**config.mk**
```make
export PLATFORM = sky130hd
export DESIGN_NAME = ils_cell
export DESIGN_NICKNAME = d
export VERILOG_FILES = /design/src/design/ils_pkg.sv /design/src/design/ils_cell.sv
export SDC_FILE = /design/constraint.sdc
export NUM_CORES = 1
export LEC_CHECK = 0
export ABC_AREA = 1
export BUFFER_PORTS_ARGS = -buffer_cell sky130_fd_sc_hd__buf_2
export CORE_MARGIN = 4
export CORE_UTILIZATION = 45
export CTS_CLUSTER_DIAMETER = 30
export CTS_CLUSTER_SIZE = 24
export DETAILED_ROUTE_END_ITERATION = 12
export PLACE_DENSITY = 0.79
export SYNTH_ARGS = -nofsm -noshare
export SYNTH_HDL_FRONTEND = slang
export SYNTH_SLANG_ARGS = --single-unit
```
**constraint.sdc**
```tcl
create_clock -name clk -period 0.8 [get_ports clk]
set_input_delay 0.04 -clock clk [delete_from_list [all_inputs] [get_ports clk]]
set_output_delay 0.04 -clock clk [all_outputs]
set_load 0.005 [all_outputs]
```
**src/design/ils_pkg.sv**
```systemverilog
package ils_pkg;

	localparam int CAPACITY = 64;
	localparam int ELEM_W   = 32;
	localparam int IDX_W    = 6;
	localparam int CNT_W    = 7;
	localparam int OP_W     = 3;
	localparam int ST_W     = 2;

	localparam logic [CNT_W-1:0] CAP_CNT = CNT_W'(CAPACITY);

	// opcodes
	localparam logic [OP_W-1:0] OP_APPEND  = 3'd0;
	localparam logic [OP_W-1:0] OP_GET     = 3'd1;
	localparam logic [OP_W-1:0] OP_REPLACE = 3'd2;
	localparam logic [OP_W-1:0] OP_PUT     = 3'd3;
	localparam logic [OP_W-1:0] OP_CLEAR   = 3'd4;
	localparam logic [OP_W-1:0] OP_REMOVE  = 3'd5;
	localparam logic [OP_W-1:0] OP_INSERT  = 3'd6;

	// status codes
	localparam logic [ST_W-1:0] ST_OK      = 2'd0;
	localparam logic [ST_W-1:0] ST_OUTSIDE = 2'd1;
	localparam logic [ST_W-1:0] ST_BELOW   = 2'd2;
	localparam logic [ST_W-1:0] ST_FULL    = 2'd3;

	// command broadcast to every cell of the row
	typedef struct packed {
		logic             en;
		logic [OP_W-1:0]  op;
		logic [CNT_W-1:0] idx;
		logic [CNT_W-1:0] cnt;
		logic [ELEM_W-1:0] value;
	} cell_cmd_t;

endpackage

```
**src/design/ils_cell.sv**
```systemverilog
// One entry of the list: decides from the broadcast command and its own
// position whether to hold, load the word, zero, or take a neighbor.
module ils_cell (
	input  logic                       clk,
	input  logic                       arst_n,
	input  logic [ils_pkg::IDX_W-1:0]  cell_idx,
	input  ils_pkg::cell_cmd_t         cmd,
	input  logic [ils_pkg::ELEM_W-1:0] left_val,
	input  logic [ils_pkg::ELEM_W-1:0] right_val,
	output logic [ils_pkg::ELEM_W-1:0] entry
);

	logic [ils_pkg::ELEM_W-1:0] entry_q;
	logic [ils_pkg::ELEM_W-1:0] entry_d;
	logic [ils_pkg::CNT_W-1:0]  pos;

	assign pos = {1'b0, cell_idx};

	always_comb begin
		entry_d = entry_q;
		if (cmd.en) begin
			unique case (cmd.op)
				ils_pkg::OP_APPEND: begin
					if (pos == cmd.cnt) entry_d = cmd.value;
				end
				ils_pkg::OP_REPLACE: begin
					if (pos == cmd.idx) entry_d = cmd.value;
				end
				ils_pkg::OP_PUT: begin
					if (pos == cmd.idx) entry_d = cmd.value;
					else if (pos >= cmd.cnt && pos < cmd.idx) entry_d = '0;
				end
				ils_pkg::OP_CLEAR: begin
					if (pos == cmd.idx) entry_d = '0;
				end
				ils_pkg::OP_REMOVE: begin
					if (pos >= cmd.idx && pos < cmd.cnt) begin
						if (pos == cmd.cnt - ils_pkg::CNT_W'(1)) entry_d = '0;
						else entry_d = right_val;
					end
				end
				ils_pkg::OP_INSERT: begin
					if (pos == cmd.idx) entry_d = cmd.value;
					else if (pos > cmd.idx && pos <= cmd.cnt) entry_d = left_val;
				end
				default: entry_d = entry_q;
			endcase
		end
	end

	always_ff @(posedge clk or negedge arst_n) begin
		if (!arst_n) entry_q <= '0;
		else entry_q <= entry_d;
	end

	assign entry = entry_q;

endmodule

```
* Word-level counts from Yosys, hierarchy flattened *
Index checks and enable logic that the tools add are counted.

storage, ports and cells
  bits in writable memories = 0
  logic and storage cells = 38
  memory bits (read-only) = 0
  memories kept = 0
  flip-flop bits (word level) = 32
  input bits = 122
  output and inout port bits = 32
  latch bits = 0

operators by class
  bitwise gates (word level) = 0
  shifts and indexed selects = 0
  magnitude comparators = 6
  div/mod/pow operators = 0
  equality and inequality tests = 14
  $add $sub $neg = 1
  $mul = 0
  multiplexer cells = 10
  reduce and logical (&&, ||, !) cells = 6

operators with widths
  operator                                                            number
  32-bit two-way mux                                                  9
  32-bit one-hot mux with 6 select lines                              1
  6-bit by 7-bit == test with 1-bit output                            3
  6-bit by 7-bit greater-or-equal comparator with 1-bit output        2
  6-bit by 7-bit < comparator with 1-bit output                       2
  3-bit == test, second input constant                                3
  2-bit != test, second input constant                                4
  8-bit AND reduction                                                 1
  6-bit by 7-bit > comparator with 1-bit output                       1
  6-bit by 7-bit less-or-equal comparator with 1-bit output           1
  7-bit by 1-bit subtractor with 7-bit output, second input constant  1
  3-bit by 2-bit == test with 1-bit output, second input constant     2
  3-bit != test, second input constant                                2
  6-bit nonzero test                                                  1
  1-bit logical AND                                                   3
  3-bit zero test                                                     1

* Depth between registers and ports, before layout *
Gate-level depths: netlist of run 1.

  depth after elaboration = 5
  depth in mapped cells = 15
  mapped depth without buffers = 14

* Least setup slack after synthesis of run 1 *
Ideal clock, no wire load.

  path kind = input port to flip-flop
  from = in cmd[41] (netlist bit)
  to = reg entry_q (netlist bit entry[0])
  arrival = 1.421 ns
  library setup time = 0.117 ns
  required time = 0.683 ns
  stages on the path = 14
  path slack = -0.738 ns
  cell sequence = inv_1 ha_1 nand2_1 nor2_2 nand2_2 nand2_1 nand2_1 a21oi_2 nand2_2 nor2_8 inv_4 buf_6 nand2_1 nand2_1

between the ends
  word-level cells in the longest chain between the ends = 4

RTL lines
  element                                                                      RTL line                                        RTL
  start: declaration                                                           ils_cell.sv:7                                   input ils_pkg::cell_cmd_t cmd,
  6-bit by 7-bit > comparator with 1-bit output, or another cell as far along  ils_cell.sv:44                                  else if (pos > cmd.idx && pos <= cmd.cnt) entry_d = left_val;
  1-bit logical AND (on tied branches)                                         ils_cell.sv:44, ils_cell.sv:31, ils_cell.sv:37
  3-bit != test (no line) or 2-bit != test (tied branches)                     n/a
  8-bit AND reduction (no line)                                                n/a
  end signal: assignment                                                       ils_cell.sv:53                                  else entry_q <= entry_d;
  end: declaration                                                             ils_cell.sv:13                                  logic [ils_pkg::ELEM_W-1:0] entry_q;

Several ways; a longest one is shown, not always the timed one.
A chain may end at the register's enable or synchronous reset.

* Worst setup path after layout of run 1 *
  from = in cmd[37] (netlist bit)
  to = reg entry_q (netlist bit entry[4])

between the ends
  word-level cells in the longest chain between the ends = 5

RTL lines
  element                                      RTL line        RTL
  7-bit by 1-bit subtractor with 7-bit output  ils_cell.sv:38  if (pos == cmd.cnt - ils_pkg::CNT_W'(1)) entry_d = '0;
  6-bit by 7-bit == test with 1-bit output     ils_cell.sv:38
  32-bit two-way mux                           ils_cell.sv:38
  32-bit two-way mux                           ils_cell.sv:37  if (pos >= cmd.idx && pos < cmd.cnt) begin
  32-bit one-hot mux with 6 select lines       ils_cell.sv:22  unique case (cmd.op)

Several ways; a longest one is shown, not always the timed one. The select of a mux whose other input is x is not followed.

==> metrics.log, run 1 <==
[metrics] Largest register FFs: 32
[metrics] maximum number of pins on one net before global-route repair: 33
[metrics] P_sw: 2.617 mW
[metrics] VDD IR-drop max: 0.6711 mV
[metrics] most frequent cells after synthesis: 220 x nand2_1, 126 x inv_1, 76 x nand3_1
[metrics] largest fanout on the critical path: 8
[metrics] clock group share of total power: 0.186
[metrics] post-route clock period utilization: 1.867
[metrics] die area: 9542 sq um
[metrics] global-route wire length before repair: 21.73 mm
[metrics] dominant combinational cell family by area after synthesis: simple AND/OR/NAND/NOR gates
[metrics] number of antenna-violating nets in the routed design: 0
[metrics] horizontal die dimension: 97.69 um
[metrics] worst slack on hold paths: 105.9 ps
[metrics] adder-cell area share of the yosys netlist: 0.04494
[metrics] Slowest Stage Delay on Critical Path: 280 ps
[metrics] Least-Margin Pin Slew: 419.7 ps
[metrics] Worst path slowest cell: ha_4
[metrics] Setup WS post-layout: -693.9 ps
[metrics] unrepaired setup endpoints after global routing: yes
[metrics] clock slew seen by the registers of the worst setup and hold paths: 70 ps
[metrics] vias in the first global route: 4,756
[metrics] Fmax achieved: 669.4 MHz
[metrics] cell area power density: 1246 nW/um^2
[metrics] share of total power in combinational logic: 0.485
[metrics] total negative slack: -22,530 ps
[metrics] Clock Sink Count: 32
[metrics] number of instances in the synthesized netlist: 637
[metrics] proportion of synthesized area in mux cells: 0
[metrics] Max Clock Skew: 0 ps
[metrics] Avg WL per Cell: 14.96 um
[metrics] post-synth design cell area: 3620 sq um
[metrics] Final min period: 1494 ps
[metrics] Layout fillers: 646
[metrics] placed wire-length estimate after detailed placement: 9.085 mm
[metrics] number of I/O pins: 154
[metrics] fraction of the mapped netlist area in compound gates: 0.1314
[metrics] antenna violations before repair: 0
[metrics] routability congestion estimate from global placement: 0.8913
[metrics] Core Rows: 32
[metrics] count of final hold-check violations: 0
[metrics] number of enable flip-flop cells after synthesis: 0
[metrics] switching power share of the total: 0.3728
[metrics] Pint: 4.403 mW
[metrics] H-Tree Level Count: 2
[metrics] number of buffer cells added on primary ports: 153
[metrics] DRC Markers: 0
[metrics] worst endpoint required time: 1020 ps
[metrics] latest clock arrival within the worst-skew pair: 280 ps
[metrics] area fraction in and, or, nand and nor cells after synthesis: 0.4124
[metrics] Seq cells post-synth: 32
[metrics] overflow left after global routing: 0
[metrics] final number of setup-violating endpoints: 64
[metrics] combined global-route utilization of all metal layers: 0.2734
[metrics] post-layout util: 0.7250
[metrics] worst-case clock buffer depth: 2
[metrics] outcome: finished, violations left
[metrics] signed area change from the synthesized netlist to the final layout: 55.58%
[metrics] multi-input combinational cell area: 2575 sq um
[metrics] number of DRC markers in iteration 0: 311
[metrics] total number of yosys warnings: 0
[metrics] number of vias per cell after detailed routing: 5.274
[metrics] clock tree from TritonCTS: done
[metrics] area used by sequential logic in the layout: 800.8 sq um
[metrics] crit-path cells: buf_6 -> inv_2 -> ha_4 -> inv_4 -> nor2_1 -> a21boi_2 -> buf_4 -> nand3_1 -> nand2_1 -> nand2_1 -> nand2_2 -> nor2_8 -> buf_12 -> buf_16 -> nand3_2 -> nand2_1
[metrics] total routed wirelength: 13.90 mm
[metrics] arrival time worst endpoint: 1720 ps
[metrics] number of clock buffers inserted by TritonCTS: 5
[metrics] part of the total power dissipated in sequential elements: 0.329
[metrics] Vert. Die Dim: 97.69 um
[metrics] Async SR Flop Fraction: 1.000
[metrics] most area-consuming cells after synthesis: nand2_1 23%, dfrtp_1 22%, inv_1 13%
[metrics] cell count of the worst reg-to-reg path: 3
[metrics] endpoint type of the worst setup path: flip-flop
[metrics] Total Nets Final: 961
[metrics] Initial DRT Pass Iterations: 7
[metrics] n_diodes: 0
[metrics] most numerous cell in the Yosys netlist: nand2_1
[metrics] type of element launching the critical path: input pin
[metrics] Slew Limit Headroom: 0.7202
[metrics] leakage power: 3.049 nW
[metrics] Clock Tree Root: clkbuf_8
[metrics] xor and xnor fraction of the mapped netlist area: 0.004839
[metrics] Tot Pwr: 7.020 mW
[metrics] worst setup path class: in -> reg
[metrics] net count after synthesis: 772
[metrics] Synth cell types: 25
[metrics] largest area contributor in the synthesized netlist: nand2_1
[metrics] average cell area after synthesis: 5.682 sq um
[metrics] Initial Util: 0.4660
[metrics] share of the synthesized area in the top cell type: 0.2281
[metrics] via count: 4,900
[metrics] Post-synth top flop: dfrtp_1
[metrics] violations in the final reports: setup timing
[metrics] worst min path class: in -> reg
[metrics] core area: 7767 sq um
[metrics] Hold Path Cell Cnt: 5
[metrics] library cell appearing most often on the critical path: nand2_1
[metrics] Max-Cap Viols: 0
[metrics] ratio of cells with drive above 1 in the final layout: 0.3833
[metrics] Slew Limit Fails: 0
[metrics] register area share after synthesis: 0.2212
## through the flow
stage                     instances  worst slack (ps)  cell area (sq um)
after global placement          894            -901.4               4790
after CTS                       920            -595.7               5370
after detailed placement        894            -964.8               4790
after global routing            929            -769.2               5632
after floorplan                 637            -651.8               3735
final                           929            -693.9               5632
## kinds of logic (layout without fill, tap and decap cells)
family | count (synthesis) | after routing
xor gates and xnor gates | 2 | 2
buffers and inverters | 164 | 354
DFF | 32 | 32
and+or+nand+nor | 357 | 357
adders and majority gates | 13 | 13
AOI/OAI and AO/OA | 69 | 69
## cell usage in the layout, fill, tap and decap left out, types with 7 or more instances in the layout
cell,n
nand2_1,206
buf_2,138
inv_1,113
buf_4,48
nor2_1,43
nand3_1,43
o31ai_1,32
a31oi_1,32
dfrtp_1,32
nand3_2,31
nand2_2,15
ha_4,13
buf_6,12
inv_2,9
buf_12,7
## worst max-delay path, delay by kind of cell
family,cells,cell delay (ps)
buf+inv,6,630
compound gates,1,90
fa+ha+maj,1,280
simple gates,8,670
## layout make-up
type / count / area share
timing repair buffer: 214 / 0.2626
timing repair inverter: 1 / 0.002000
clock inverter: 2 / 0.002666
inverter: 131 / 0.09598
tap: 102 / 0.02266
clock buffer: 6 / 0.01466
multi-input combinational: 441 / 0.4572
sequential: 32 / 0.1422
## path summary, 6_finish.rpt
check	start	to	slack, ps
setup / recovery	cmd[37]	entry[4]$_DFFE_PN0P_	-690
hold / removal	cmd[5]	entry[5]$_DFFE_PN0P_	110
setup reg to reg	entry[12]$_DFFE_PN0P_	entry[12]$_DFFE_PN0P_	20
hold reg to reg	entry[18]$_DFFE_PN0P_	entry[18]$_DFFE_PN0P_	500
max in group asynchronous	arst_n	entry[10]$_DFFE_PN0P_	380
min in group asynchronous	arst_n	entry[14]$_DFFE_PN0P_	250
## per-layer routing
layer | global-route usage | up-vias | part of all wire
li1 | - | 2367 | -
met1 | 0.3375 | 2225 | 0.39
met2 | 0.4839 | 274 | 0.50
met3 | 0.04451 | 34 | 0.089
met4 | 0.08626 | 0 | 0.021
met5 | 0 | - | 0
## power groups by stage
stage	sequential [mW]	combinational [mW]	clock (mW)
global route	2.34	3.75	1.40
finish	2.31	3.40	1.31
detailed placement	2.33	2.54	0
floorplan	2.30	1.27	0
global placement	2.33	2.43	0
CTS	2.29	3.03	1.32
## timing repair
item                                   CTS  global route
pin swaps                               22            54
setup endpoints to repair               64            64
cloned                                   3             1
hold buffers                             1             0
resized for setup                       72            43
buffers inserted                        14             8
endpoints found under the hold margin   32             0
Note: power is estimated with default switching activity, not from simulation.
==> inputs of run 2 (changes only) <==
CORE_ASPECT_RATIO = 0.75   (was not set)
==> run 2 against run 1 <==
Compared with the run above:
- the flow still finishes with violations (setup timing)
- design area fell by 0.11%
- register-to-register slack about the same
- core utilization is 0.82 points lower
- critical endpoint is now entry[25]$_DFFE_PN0P_
- critical path type unchanged
==> metrics.log, run 2 (same netlist as run 1, synthesis figures left out) <==
[metrics] core area: 7848 sq um
[metrics] H-Tree Level Count: 2
[metrics] Core Rows: 28
[metrics] total negative slack: -22,390 ps
[metrics] Slew Limit Fails: 0
[metrics] commonest non-fill, non-tap cells in the layout: 184 x nand2_1, 140 x buf_2, 114 x inv_1
[metrics] overflow left after global routing: 0
[metrics] Initial DRT Pass Iterations: 5
[metrics] worst min path class: in -> reg
[metrics] total placed cells including tap cells: 901
[metrics] leakage power: 3.100 nW
[metrics] clock tree from TritonCTS: done
[metrics] maximum number of pins on one net before global-route repair: 33
[metrics] global-route wire length before repair: 22.36 mm
[metrics] antenna violations before repair: 2
[metrics] combined global-route utilization of all metal layers: 0.2819
[metrics] total routed wirelength: 13.87 mm
[metrics] number of antenna-violating nets in the routed design: 0
[metrics] Vert. Die Dim: 85.67 um
[metrics] number of buffer cells added on primary ports: 153
[metrics] leading cell type in the layout, fill and taps excluded: nand2_1
[metrics] Slew Limit Headroom: 0.7226
[metrics] count of final hold-check violations: 0
[metrics] Fmax achieved: 678.9 MHz
[metrics] post-layout util: 0.7168
[metrics] cell area power density: 1291 nW/um^2
[metrics] final number of setup-violating endpoints: 64
[metrics] Initial Util: 0.4613
[metrics] worst endpoint required time: 980 ps
[metrics] violations in the final reports: setup timing
[metrics] number of vias per cell after detailed routing: 5.288
[metrics] Tot Pwr: 7.262 mW
[metrics] clock slew seen by the registers of the worst setup and hold paths: 70 ps
[metrics] worst-case clock buffer depth: 2
[metrics] die area: 9557 sq um
[metrics] DRC Markers: 0
[metrics] outcome: finished, violations left
[metrics] signed area change from the synthesized netlist to the final layout: 55.41%
[metrics] Least-Margin Pin Slew: 416.1 ps
[metrics] type of element launching the critical path: input pin
[metrics] Max Clock Skew: 0 ps
[metrics] via count: 4,976
[metrics] Largest register FFs: 32
[metrics] post-route clock period utilization: 1.841
[metrics] ratio of cells with drive above 1 in the final layout: 0.3861
[metrics] Final min period: 1473 ps
[metrics] Clock Tree Root: clkbuf_8
[metrics] horizontal die dimension: 111.6 um
[metrics] worst setup path class: in -> reg
[metrics] number of standard cells in the final layout excluding fillers: 941
[metrics] Clock Sink Count: 32
[metrics] latest clock arrival within the worst-skew pair: 280 ps
[metrics] Setup WS post-layout: -673.1 ps
[metrics] endpoint type of the worst setup path: flip-flop
[metrics] Max-Cap Viols: 0
[metrics] number of clock buffers inserted by TritonCTS: 5
[metrics] routability congestion estimate from global placement: 0.9314
[metrics] Total Nets Final: 969
[metrics] largest fanout on the critical path: 8
[metrics] VDD IR-drop max: 0.8822 mV
[metrics] unrepaired setup endpoints after global routing: yes
[metrics] arrival time worst endpoint: 1650 ps
[metrics] vias in the first global route: 5,031
[metrics] number of I/O pins: 154
[metrics] number of DRC markers in iteration 0: 458
[metrics] placed wire-length estimate after detailed placement: 9.640 mm
[metrics] Avg WL per Cell: 14.74 um
run 2: path summary, 6_finish.rpt:
| path | cells after the start | slack (ps) | start | end |
|---|---|---|---|---|
| worst max-delay path | 14 | -670 | cell_idx[5] | entry[25]$_DFFE_PN0P_ |
| worst min-delay path | 5 | 100 | cmd[3] | entry[3]$_DFFE_PN0P_ |
| worst max register to register | 3 | 30 | entry[16]$_DFFE_PN0P_ | entry[16]$_DFFE_PN0P_ |
| worst min register to register | 2 | 490 | entry[24]$_DFFE_PN0P_ | entry[24]$_DFFE_PN0P_ |
| max in group asynchronous | 3 | 380 | arst_n | entry[24]$_DFFE_PN0P_ |
| min in group asynchronous | 3 | 240 | arst_n | entry[12]$_DFFE_PN0P_ |
run 2: timing repair:
action	in CTS	in global routing
pin swaps	6	22
endpoints found under the hold margin	32	0
cloned	4	0
resized for setup	60	56
buffers inserted	17	9
hold buffers	1	0
setup endpoints to repair	64	64
run 2: where the power goes:
group          total, mW  switching [mW]  internal [mW]  leakage (nW)
Combinational       3.58            1.78           1.81          2.65
Clock               1.37           0.607          0.766        0.0503
Sequential          2.30           0.278           2.03         0.403
run 2: area by class of cell:
class / instances / area, sq um
multi-input combinational: 441 / 2532
fill: 619 / 2222
timing repair buffer: 220 / 1483
sequential: 32 / 800.8
inverter: 131 / 533.0
tap: 105 / 131.4
clock buffer: 7 / 96.34
timing repair inverter: 3 / 43.79
antenna: 2 / 5.005
run 2: per-stage QoR:
| stage | hold WS (ps) | worst slack [ps] | instance area, sq um |
|---|---|---|---|
| final | 100.6 | -673.1 | 5625 |
| after global routing | 120.2 | -770.5 | 5625 |
| after CTS | 95.54 | -603.9 | 5341 |
| after detailed placement | 7.317 | -963.7 | 4811 |
| after global placement | 4.601 | -950.5 | 4811 |
| after floorplan | -255.6 | -651.8 | 3735 |
run 2: routing by layer:
metal,up-vias,share of wire,GRT usage
met5,-,0,0
met4,0,0.018,0.09834
met3,23,0.096,0.05360
met2,288,0.49,0.5014
met1,2268,0.39,0.3445
li1,2397,-,-
run 2: worst max-delay path, stage by stage:
cell     delay, ps
buf_6          110
ha_4           260
inv_1           60
nor2_1         170
a21oi_2         90
nand2_1         80
nand2_1         80
nand2_1        110
nand2_2        100
nor2_8         150
buf_12         200
inv_8           70
nand2_1         70
nand2_1         50
==> inputs of run 3 (changes only) <==
==> constraint.sdc (replaced) <==
create_clock -name clk -period 0.8 [get_ports clk]
set_input_delay 0.16 -clock clk [delete_from_list [all_inputs] [get_ports clk]]
set_output_delay 0.16 -clock clk [all_outputs]
set_load 0.005 [all_outputs]
==> run 3 against run 2 <==
Compared with the run above:
- the run still ends with setup timing left
- clock power about the same
- register-to-register slack got worse by 110 ps
- sequential power about the same
- maximum frequency decreased by 4.9%
- via count increased by 4.1%
- sequential share of layout area decreased by 0.89 points
- die area unchanged
- critical path depth increased by 1
- clock-buffer cell count unchanged
- combinational power increased by 1%
- design area increased by 6.7%
- critical path type unchanged
- critical endpoint is now entry[17]$_DFFE_PN0P_
==> metrics.log, run 3 (same netlist as run 1, synthesis figures left out) <==
[metrics] number of buffer cells added on primary ports: 153
[metrics] critical register-to-register path endpoint: entry[20]$_DFFE_PN0P_
[metrics] number of standard cells in the final layout excluding fillers: 969
[metrics] Final min period: 1550 ps
[metrics] Initial DRT Pass Iterations: 7
[metrics] via count: 5,182
[metrics] Initial Util: 0.4613
[metrics] H-Tree Level Count: 2
[metrics] Fmax achieved: 645.3 MHz
[metrics] type of element launching the critical path: input pin
[metrics] cell area power density: 1214 nW/um^2
[metrics] Worst path slowest cell: ha_4
[metrics] Largest register FFs: 32
[metrics] Core Rows: 28
[metrics] number of DRC markers in iteration 0: 427
[metrics] Layout fillers: 577
[metrics] VDD IR-drop max: 0.8718 mV
[metrics] Tot Pwr: 7.288 mW
[metrics] Avg WL per Cell: 15.60 um
[metrics] DRC Markers: 0
[metrics] Max Clock Skew: 0 ps
[metrics] leakage power: 3.311 nW
[metrics] core area: 7848 sq um
[metrics] total placed cells including tap cells: 931
[metrics] worst setup path class: in -> reg
[metrics] dpl ws: -1084 ps
[metrics] routability congestion estimate from global placement: 0.9421
[metrics] Total Nets Final: 998
[metrics] post-route clock period utilization: 1.937
[metrics] cell count of the worst reg-to-reg path: 4
[metrics] latest clock arrival within the worst-skew pair: 280 ps
[metrics] global-route wire length before repair: 23.09 mm
[metrics] total cell area at the placement stage: 5036 sq um
[metrics] termination of the worst setup path: entry[17]$_DFFE_PN0P_
[metrics] Slowest Stage Delay on Critical Path: 280 ps
[metrics] antenna violations before repair: 1
[metrics] number of antenna-violating nets in the routed design: 0
[metrics] overflow left after global routing: 0
[metrics] count of final hold-check violations: 0
[metrics] Setup WS post-layout: -749.6 ps
[metrics] largest fanout on the critical path: 7
[metrics] final number of setup-violating endpoints: 64
[metrics] unrepaired setup endpoints after global routing: yes
[metrics] outcome: finished, violations left
[metrics] number of vias per cell after detailed routing: 5.348
[metrics] commonest non-fill, non-tap cells in the layout: 192 x nand2_1, 138 x buf_2, 113 x inv_1
[metrics] die area: 9557 sq um
[metrics] maximum number of pins on one net before global-route repair: 33
[metrics] Slew Limit Fails: 0
[metrics] combined global-route utilization of all metal layers: 0.2913
[metrics] number of clock buffers inserted by TritonCTS: 5
[metrics] total routed wirelength: 15.12 mm
[metrics] start point of the critical path: cmd[41]
[metrics] worst endpoint required time: 1020 ps
[metrics] Clock Tree Root: clkbuf_8
[metrics] Vert. Die Dim: 85.67 um
[metrics] fin area: 6002 sq um
[metrics] post-layout util: 0.7648
[metrics] arrival time worst endpoint: 1770 ps
[metrics] clock slew seen by the registers of the worst setup and hold paths: 70 ps
[metrics] library cell appearing most often on the critical path: nand2_2
[metrics] signed area change from the synthesized netlist to the final layout: 65.81%
[metrics] Clock Sink Count: 32
[metrics] endpoint type of the worst setup path: flip-flop
[metrics] crit-path cells: buf_2 -> inv_2 -> ha_4 -> nand2_4 -> nor2_4 -> nand2_4 -> nand2_2 -> nand2_2 -> a21oi_2 -> nand2_2 -> nor2_8 -> buf_6 -> clkbuf_16 -> nand3_2 -> nand2_1
[metrics] vias in the first global route: 5,065
[metrics] Least-Margin Pin Slew: 421.5 ps
[metrics] number of I/O pins: 154
[metrics] worst-case register-to-register setup slack: -80 ps
[metrics] Max-Cap Viols: 0
[metrics] ratio of cells with drive above 1 in the final layout: 0.4357
[metrics] worst-case clock buffer depth: 2
[metrics] placed wire-length estimate after detailed placement: 9.906 mm
[metrics] leading cell type in the layout, fill and taps excluded: nand2_1
[metrics] horizontal die dimension: 111.6 um
[metrics] clock tree from TritonCTS: done
[metrics] R2R Path Start: entry[20]$_DFFE_PN0P_
[metrics] violations in the final reports: setup timing
[metrics] Slew Limit Headroom: 0.7190
[metrics] worst min path class: in -> reg
run 3: changes by cell type in the layout (fill, tap and decap cells not counted), sizes merged:
| cell | change |
|---|---|
| diode | -1 |
| inv | -3 |
| buf | +30 |
| clkbuf | +2 |
run 3: critical path, delay by kind of cell:
family / cells / cell delay (ps)
buf+inv: 4 / 410
fa+ha+maj: 1 / 280
compound gates: 1 / 140
simple gates: 9 / 760
run 3: layout make-up:
type,instances,area (sq um),share of cell area
diodes,1,2.502,0.0004169
clock buffers,7,96.34,0.01605
well taps,105,131.4,0.02189
repair buffers,252,1775,0.2958
flip-flops and latches,32,800.8,0.1334
inverters,131,536.8,0.08943
multi-input cells,441,2659,0.4430
run 3: repair_timing:
action | in CTS | in global routing
hold buffers | 1 | 0
cloned | 3 | 2
endpoints found under the setup margin | 64 | 64
hold endpoints to repair | 32 | 0
setup buffers | 15 | 10
resized for setup | 65 | 80
pin swaps | 26 | 45
run 3: how the worst min path moves through the flow:
stage                     startpoint               endpoint  slack [ps]  depth (start not counted)
final                         cmd[9]   entry[9]$_DFFE_PN0P_         240                          5
after detailed placement      arst_n  entry[10]$_DFFE_PN0P_         130                          2
after CTS                     cmd[9]   entry[9]$_DFFE_PN0P_         230                          5
after floorplan               arst_n   entry[0]$_DFFE_PN0P_        -140                          0
after global routing         cmd[18]  entry[18]$_DFFE_PN0P_         290                          5
after global placement        arst_n  entry[10]$_DFFE_PN0P_         120                          2
run 3: routing by layer:
metal	routed length (um)	vias up	global-route usage
li1	-	2454	-
met3	1337	47	0.05924
met4	389	0	0.1116
met2	7508	291	0.5167
met5	0	-	0
met1	5883	2390	0.3507
run 3: where the power goes:
part	total, mW	switching (mW)	internal (mW)
registers	2.31	0.284	2.03
clock network	1.36	0.594	0.766
logic	3.62	1.77	1.84
total	7.29	2.65	4.64
run 3: stage by stage:
stage | setup TNS, ps | hold slack (ps)
final | -28080 | 239.3
after CTS | -27410 | 225.8
after global routing | -32320 | 287.6
after floorplan | -24450 | -135.6
after global placement | -33440 | 125.0
after detailed placement | -33890 | 128.8
